===== src/rtl/core/hid_key_report_diff_core_assert.svh =====
// assertion macros for the keyboard report change detector
// used by hid_key_report_diff_core; no other dependencies
`ifndef HID_KEY_REPORT_DIFF_CORE_ASSERT_SVH
`define HID_KEY_REPORT_DIFF_CORE_ASSERT_SVH

`ifndef SYNTHESIS
// clocked check, ignored while reset is asserted
`define HKRD_ASSERT(label, clk, rst_n, prop) \
    label: assert property (@(posedge clk) disable iff (!rst_n) prop) \
        else $error("hkrd assertion failed");
// clocked check that also holds through reset
`define HKRD_ASSERT_ALWAYS(label, clk, prop) \
    label: assert property (@(posedge clk) prop) \
        else $error("hkrd assertion failed");
`else
`define HKRD_ASSERT(label, clk, rst_n, prop)
`define HKRD_ASSERT_ALWAYS(label, clk, prop)
`endif

`endif


===== src/rtl/core/hkrd_pkg.sv =====
// shared types, sizes and the usage-to-ascii table for the key report detector
// no dependencies
package hkrd_pkg;

    localparam int KEY_SLOTS  = 6;
    localparam int EVENTS     = 2 * KEY_SLOTS;
    localparam int USAGE_W    = 8;
    localparam int CODE_W     = 7;
    localparam int IN_DATA_W  = KEY_SLOTS * USAGE_W;
    localparam int OUT_DATA_W = 8;

    localparam logic [USAGE_W-1:0] USAGE_NONE = 8'h00;
    localparam logic [CODE_W-1:0]  CODE_NONE  = 7'h00;

    typedef logic [KEY_SLOTS-1:0][USAGE_W-1:0] slot_vec_t;

    // press events at [KEY_SLOTS-1:0], release events above, each in slot order
    typedef struct packed {
        logic [EVENTS-1:0][CODE_W-1:0] code;
        logic [EVENTS-1:0]             valid;
    } ev_set_t;

    function automatic logic [CODE_W-1:0] map_usage(input logic [USAGE_W-1:0] u);
        logic [CODE_W-1:0] c;
        c = CODE_NONE;
        case (u) inside
            [8'h04:8'h1D]: c = CODE_W'(u + 8'h5D);   // letters a-z
            [8'h1E:8'h26]: c = CODE_W'(u + 8'h13);   // digits 1-9
            8'h27: c = 7'h30;
            8'h28: c = 7'h0A;
            8'h29: c = 7'h1B;                        // escape
            8'h2A: c = 7'h08;
            8'h2B: c = 7'h09;
            8'h2C: c = 7'h20;
            8'h2D: c = 7'h2D;
            8'h2E: c = 7'h3D;
            8'h2F: c = 7'h5B;
            8'h30: c = 7'h5D;
            8'h31: c = 7'h5C;
            8'h33: c = 7'h3B;
            8'h34: c = 7'h27;
            8'h35: c = 7'h60;
            8'h36: c = 7'h2C;
            8'h37: c = 7'h2E;
            8'h38: c = 7'h2F;
            8'h39: c = 7'h39;                        // caps lock
            default: c = CODE_NONE;
        endcase
        return c;
    endfunction

endpackage


===== src/rtl/core/hkrd_event_gen.sv =====
// compares one report with the previous one and builds the full event set
// depends on hkrd_pkg
module hkrd_event_gen
    import hkrd_pkg::*;
(
    input  slot_vec_t cur_keys,
    input  slot_vec_t old_keys,
    output ev_set_t   events
);

    logic [KEY_SLOTS-1:0] cur_in_old;
    logic [KEY_SLOTS-1:0] old_in_cur;
    logic [KEY_SLOTS-1:0][CODE_W-1:0] cur_code;
    logic [KEY_SLOTS-1:0][CODE_W-1:0] old_code;

    always_comb
    begin
        cur_in_old = '0;
        old_in_cur = '0;
        for (int i = 0; i < KEY_SLOTS; i++)
        begin
            for (int j = 0; j < KEY_SLOTS; j++)
            begin
                if (cur_keys[i] == old_keys[j])
                begin
                    cur_in_old[i] = 1'b1;
                end
                if (old_keys[i] == cur_keys[j])
                begin
                    old_in_cur[i] = 1'b1;
                end
            end
        end
    end

    always_comb
    begin
        for (int i = 0; i < KEY_SLOTS; i++)
        begin
            cur_code[i] = map_usage(cur_keys[i]);
            old_code[i] = map_usage(old_keys[i]);
            events.code[i]             = cur_code[i];
            events.code[KEY_SLOTS + i] = old_code[i];
            // unmapped usages are still compared but never reported
            events.valid[i] = (cur_keys[i] != USAGE_NONE) && !cur_in_old[i]
                              && (cur_code[i] != CODE_NONE);
            events.valid[KEY_SLOTS + i] = (old_keys[i] != USAGE_NONE) && !old_in_cur[i]
                                          && (old_code[i] != CODE_NONE);
        end
    end

endmodule


===== src/rtl/core/hid_key_report_diff_core.sv =====
// Keyboard boot report change detector: turns successive reports into key events.
// Input: s_tvalid/s_tready/s_tdata, one transfer per report carrying the six key
// usage slots, slot 0 in the low byte. Output: m_tvalid/m_tready/m_tdata holds
// the ascii key code, m_tuser is 1 for a press and 0 for a release, m_tlast marks
// the final event of a report. Presses come first in new slot order, then
// releases in old slot order. A report that changes nothing gives no transfer.
// Each report passes the input register, then the event queue, then the output
// register. The queue sends one event per cycle while the receiver accepts, from
// a single 12-entry pending mask, so twelve events is the worst case. The next
// report is taken while earlier events drain.
// Reset clears the stored previous report to all-empty and drops pending events.
// When the receiver stalls, the output register holds, the event queue holds,
// and once the input register is also full s_tready goes low.
// depends on hkrd_pkg, hkrd_event_gen, hid_key_report_diff_core_assert.svh
`include "hid_key_report_diff_core_assert.svh"

module hid_key_report_diff_core
    import hkrd_pkg::*;
(
    input  logic                  clk,
    input  logic                  rst_n,
    input  logic                  s_tvalid,
    output logic                  s_tready,
    input  logic [IN_DATA_W-1:0]  s_tdata,   // key_slot_0 .. key_slot_5, 8 bits each
    output logic                  m_tvalid,
    input  logic                  m_tready,
    output logic [OUT_DATA_W-1:0] m_tdata,   // key_code [6:0], zero [7]
    output logic                  m_tuser,   // pressed
    output logic                  m_tlast
);

    logic      a_valid_reg, a_valid_next;
    slot_vec_t cur_reg;
    slot_vec_t old_reg;
    ev_set_t   gen_events;
    ev_set_t   ev_reg;
    logic [EVENTS-1:0] mask_next;
    logic [EVENTS-1:0] pick;
    logic [EVENTS-1:0] rest;
    logic [CODE_W-1:0] pick_code;
    logic      pick_press;
    logic      ev_busy;
    logic      out_load;
    logic      b_free;
    logic      a_adv;
    logic      s_accept;
    logic      out_valid_reg, out_valid_next;
    logic [CODE_W-1:0] out_code_reg;
    logic      out_press_reg;
    logic      out_last_reg;

    hkrd_event_gen u_event_gen (
        .cur_keys (cur_reg),
        .old_keys (old_reg),
        .events   (gen_events)
    );

    // lowest pending event goes out first
    assign pick       = ev_reg.valid & (~ev_reg.valid + EVENTS'(1));
    assign rest       = ev_reg.valid & ~pick;
    assign pick_press = |pick[KEY_SLOTS-1:0];
    assign ev_busy    = |ev_reg.valid;

    always_comb
    begin
        pick_code = CODE_NONE;
        for (int k = 0; k < EVENTS; k++)
        begin
            if (pick[k])
            begin
                pick_code = pick_code | ev_reg.code[k];
            end
        end
    end

    assign out_load = ev_busy && (!out_valid_reg || m_tready);
    assign b_free   = !ev_busy || (out_load && (rest == '0));
    assign a_adv    = a_valid_reg && b_free;
    assign s_tready = !a_valid_reg || a_adv;
    assign s_accept = s_tvalid && s_tready;

    always_comb
    begin
        a_valid_next = a_valid_reg;
        if (s_accept)
        begin
            a_valid_next = 1'b1;
        end
        else if (a_adv)
        begin
            a_valid_next = 1'b0;
        end

        mask_next = ev_reg.valid;
        if (a_adv)
        begin
            mask_next = gen_events.valid;
        end
        else if (out_load)
        begin
            mask_next = rest;
        end

        out_valid_next = out_valid_reg;
        if (out_load)
        begin
            out_valid_next = 1'b1;
        end
        else if (m_tready)
        begin
            out_valid_next = 1'b0;
        end
    end

    always_ff @(posedge clk or negedge rst_n)
    begin
        if (!rst_n)
        begin
            a_valid_reg   <= 1'b0;
            cur_reg       <= '0;
            old_reg       <= '0;
            ev_reg        <= '0;
            out_valid_reg <= 1'b0;
        end
        else
        begin
            a_valid_reg   <= a_valid_next;
            ev_reg.valid  <= mask_next;
            out_valid_reg <= out_valid_next;
            if (a_adv)
            begin
                ev_reg.code <= gen_events.code;
            end
            // the report in cur_reg becomes the previous one on each transfer
            if (s_accept)
            begin
                cur_reg <= s_tdata;
                old_reg <= cur_reg;
            end
        end
    end

    always_ff @(posedge clk)
    begin
        if (out_load)
        begin
            out_code_reg  <= pick_code;
            out_press_reg <= pick_press;
            out_last_reg  <= b_free;
        end
    end

    assign m_tvalid = out_valid_reg;
    assign m_tdata  = {{(OUT_DATA_W - CODE_W){1'b0}}, out_code_reg};
    assign m_tuser  = out_press_reg;
    assign m_tlast  = out_last_reg;

    `HKRD_ASSERT(a_code_nonzero, clk, rst_n, m_tvalid |-> (m_tdata[CODE_W-1:0] != CODE_NONE))
    `HKRD_ASSERT(a_mask_hold, clk, rst_n, (ev_busy && !out_load) |=> $stable(ev_reg.valid))
    `HKRD_ASSERT_ALWAYS(a_stall_cause, clk, (!s_tready) |-> (a_valid_reg && ev_busy))

endmodule


===== config.mk =====
export PLATFORM = sky130hd
export DESIGN_NAME = hid_key_report_diff_core
export DESIGN_NICKNAME = d
export VERILOG_FILES = /design/src/rtl/core/hkrd_pkg.sv /design/src/rtl/core/hkrd_event_gen.sv /design/src/rtl/core/hid_key_report_diff_core.sv
export VERILOG_INCLUDE_DIRS = /design/src /design/src/rtl/core
export SDC_FILE = /design/constraint.sdc
export NUM_CORES = 1
export LEC_CHECK = 0
export BUFFER_PORTS_ARGS = -buffer_cell sky130_fd_sc_hd__buf_2
export CAP_MARGIN = 15
export CORE_UTILIZATION = 45
export DETAILED_ROUTE_END_ITERATION = 10
export GPL_TIMING_DRIVEN = 0
export PLACE_DENSITY = 0.59
export SLEW_MARGIN = 20
export SYNTH_ARGS = -nofsm -noshare
export SYNTH_HDL_FRONTEND = slang
export SYNTH_HIERARCHICAL = 1
export SYNTH_SLANG_ARGS = --single-unit

===== constraint.sdc =====
create_clock -name clk -period 3.6 [get_ports clk]
set_clock_uncertainty 0.05 [all_clocks]
set_input_delay 0.18 -clock clk [delete_from_list [all_inputs] [get_ports clk]]
set_output_delay 0.18 -clock clk [all_outputs]
set_load 0.02 [all_outputs]

==> results.toml <==
[synth]
synth.area.mux_share = 0.104
ys_warn_count = 6
ys_seq_area_frac = 0.241
synth-simple-area-share = 0.199
avgSynthCellArea_um2 = 8.34
async_flop_share = 0.956
synth_nets = 2661
synthAdderAreaFrac = 0.0358
ys.flop_type = "dfrtp_1"
netlist_instances = 2549
synth_top_family_by_area = "compound AO/OA/AOI/OAI gates"
yosys.cell_types.count = 113
ys_seq_elements = 203
syn_area_mm2 = 0.0213
synth_edf_count = 9
synth_compound_area_frac = 0.217
synth_xor_area_frac = 0.132

[place]
hpwlAfterDp_mm = 62.7
finalWeightedCongestion = 0.963
dp_slack_ns = -0.478
dp_cells = 3221
portBuffers = 62
placed_area_mm2 = 0.0224

[die]
pin_count = 64
die_w_um = 219
placeableCoreArea_mm2 = 0.0466
rows = 79
die_y_um = 219
dieArea_mm2 = 0.0481
initial_core_util = 0.457

[worst_hold_path]
holdPathEnd = "ev_reg[6]$_DFFE_PN0P_"
hold_path.class = "primary input to flip-flop"
min_path_cells = 4
hp-start = "m_tready"

[power_and_ir_drop]
finalPower_w = 0.0278
leakagePower_nw = 9.75
p_per_area_mw_per_mm2 = 1160
p_seq_frac = 0.163
netSwitchingFraction = 0.536
p_int_w = 0.0129
pwr-share-comb = 0.735
power_switching_w = 0.0149
max-vdd-ir-drop_v = 0.000564
pwr-share-clk = 0.102

[global_route]
grt_max_degree = 76
grt_pass1_vias = 20200
met2_usage = 0.549
grtUsageMet1 = 0.484
gr-usage-met3 = 0.0531
busiest_layer = "met2"
grt_antenna_before_repair = 1
overflow = 0
track_usage = 0.348
grt_pass1_wl_mm = 128

[sta]
rsz0062_at_grt = "no"
final_min_period_over_clock_period = 0.977
holdWs_ns = 0.0641
fmax_mhz = 284
fin_crit_ns = 3.52
finalWorstSetupSlack_ns = 0.0814
finalMaxSlewViolations = 0
slew_headroom = 0.385
setup-violations-final = 0
worst_pin_slew_ns = 0.916
hold_viol_final = 0

[final_layout]
area_growth_pct = 12.4
largest_reg_flops = 96
final_common_cell = "dfrtp_1"
instances_no_fill = 3320
finalNetCount = 2807
post-route-cell-area_mm2 = 0.0239
antenna_cells = 0
final_cell_mix = "dfrtp_1, buf_2, xnor2_1"
drive_above_1_share = 0.189

[outcome]
status = "completed"

[clock_tree]
cts_root_buffer = "clkbuf_16"
cts_buffers = 26
clkTransAtPathRegs_ns = 0.07
cts_sinks = 203
cts_tree = "built"
clock_latency_ns = 0.57
htreeDepth = 1
clock_path_buffers = 3

[routing]
dr.pass1.iters = 6
drtIter0Drc = 2911
routed_wl_mm = 85.0
drc = 0
vias = 21800
postRouteAntennaNets = 0
avgViaCountPerCell = 6.56
routedWlPerCell_um = 25.6

[setup_path]
crit_arrival_ns = 3.90
regToRegEndpoint = "old_reg[38]$_DFFE_PN0P_"
startpoint_type = "flip-flop"
ff2ff_path_depth = 10
cp_max_fo = 10
worst-endpoint-required_ns = 3.98
worst-r2r-setup-slack_ns = 0.08
endpoint_kind = "flip-flop"
criticalPathCategory = "flip-flop to flip-flop"
timing.rr.start = "ev_reg[2]$_DFFE_PN0P_"

[flow_run]
maxCapViolCount = 0
[cell families after synthesis]
| logic type | Yosys count |
|---|---|
| other | 1 |
| XOR/XNOR | 321 |
| AND/OR/NAND/NOR | 781 |
| buffers and inverters | 318 |
| AO/OA/AOI/OAI | 677 |
| adder cells (fa/ha/maj) | 61 |
| flip-flops | 203 |
| multiplexers | 187 |
[layout make-up]
cell class	count	area, µm²
clock inverter	9	151
timing repair buffer	118	916
fill	4450	22700
clock buffer	37	753
multi-input combinational	2028	14700
tap	607	759
buffer	236	1230
sequential	203	5120
inverter	82	308
[synthesized netlist by cell type (30+ instances only)]
| cell type | instances | area [µm²] |
|---|---|---|
| a21oi_1 | 142 | 711 |
| a22oi_1 | 38 | 285 |
| buf_2 | 113 | 566 |
| clkbuf_1 | 79 | 297 |
| dfrtp_1 | 194 | 4850 |
| ha_1 | 60 | 751 |
| inv_1 | 81 | 304 |
| mux2_2 | 156 | 1760 |
| nand2_1 | 152 | 571 |
| nand3_1 | 53 | 265 |
| nand4_1 | 51 | 319 |
| nor2_1 | 167 | 627 |
| nor3_1 | 76 | 380 |
| nor4_1 | 56 | 350 |
| o21ai_0 | 160 | 801 |
| o22ai_1 | 41 | 257 |
| or3_1 | 30 | 188 |
| xnor2_1 | 167 | 1460 |
| xor2_1 | 154 | 1350 |
[through the flow]
step	TNS, ns	util
final	0	0.513
after global routing	0	0.513
after CTS	0	0.513
after detailed placement	-26.44	0.481
after global placement	-248.64	0.480
after floorplan	0	-
[routing by layer]
metal  share of wire  wire length (µm)  up-vias
li1                -                 -     9631
met5               0                 0        -
met1            0.43             36200    10600
met2            0.45             38200     1307
met3           0.092              7850      193
met4           0.032              2730        0
[worst max-delay path, stage by stage, from the launching register on]
cell	delay, ns
dfrtp_1	0.36
clkbuf_1	0.24
or4_4	0.52
or3_1	0.40
o221a_2	0.25
a31o_1	0.27
a211oi_4	0.27
buf_12	0.17
buf_6	0.21
buf_4	0.27
mux2_2	0.36
[power groups by stage]
| stage | registers [W] | clock network, W | logic [W] |
|---|---|---|---|
| final | 0.00453 | 0.00284 | 0.0204 |
| after CTS | 0.00452 | 0.00288 | 0.0198 |
| after floorplan | 0.00408 | 0 | 0.0144 |
| after detailed placement | 0.00453 | 0 | 0.0196 |
| after global routing | 0.00467 | 0.00297 | 0.0216 |
| after global placement | 0.00451 | 0 | 0.0194 |
[worst max path at each step]
stage	from	to	slack, ns
2_1_floorplan	ev_reg[1]$_DFFE_PN0P_	ev_reg[19]$_DFFE_PN0P_	0.51
5_1_grt	old_reg[8]$_DFFE_PN0P_	ev_reg[64]$_DFFE_PN0P_	0.0001
3_3_place_gp	rst_n	cur_reg[8]$_DFFE_PN0P_	-1.15
4_1_cts	cur_reg[8]$_DFFE_PN0P_	ev_reg[1]$_DFFE_PN0P_	0.06
6_report	ev_reg[2]$_DFFE_PN0P_	old_reg[38]$_DFFE_PN0P_	0.08
3_5_place_dp	ev_reg[8]$_DFFE_PN0P_	old_reg[27]$_DFFE_PN0P_	-0.48
[repair_timing]
action	CTS	global route
hold buffers	50	0
gates resized for setup	5	16
gates cloned	0	0
endpoints found under the setup margin	97	97
pin swaps	1	0
setup buffers	3	0
hold endpoints to repair	123	0
Note: power is estimated with default switching activity, not from simulation.
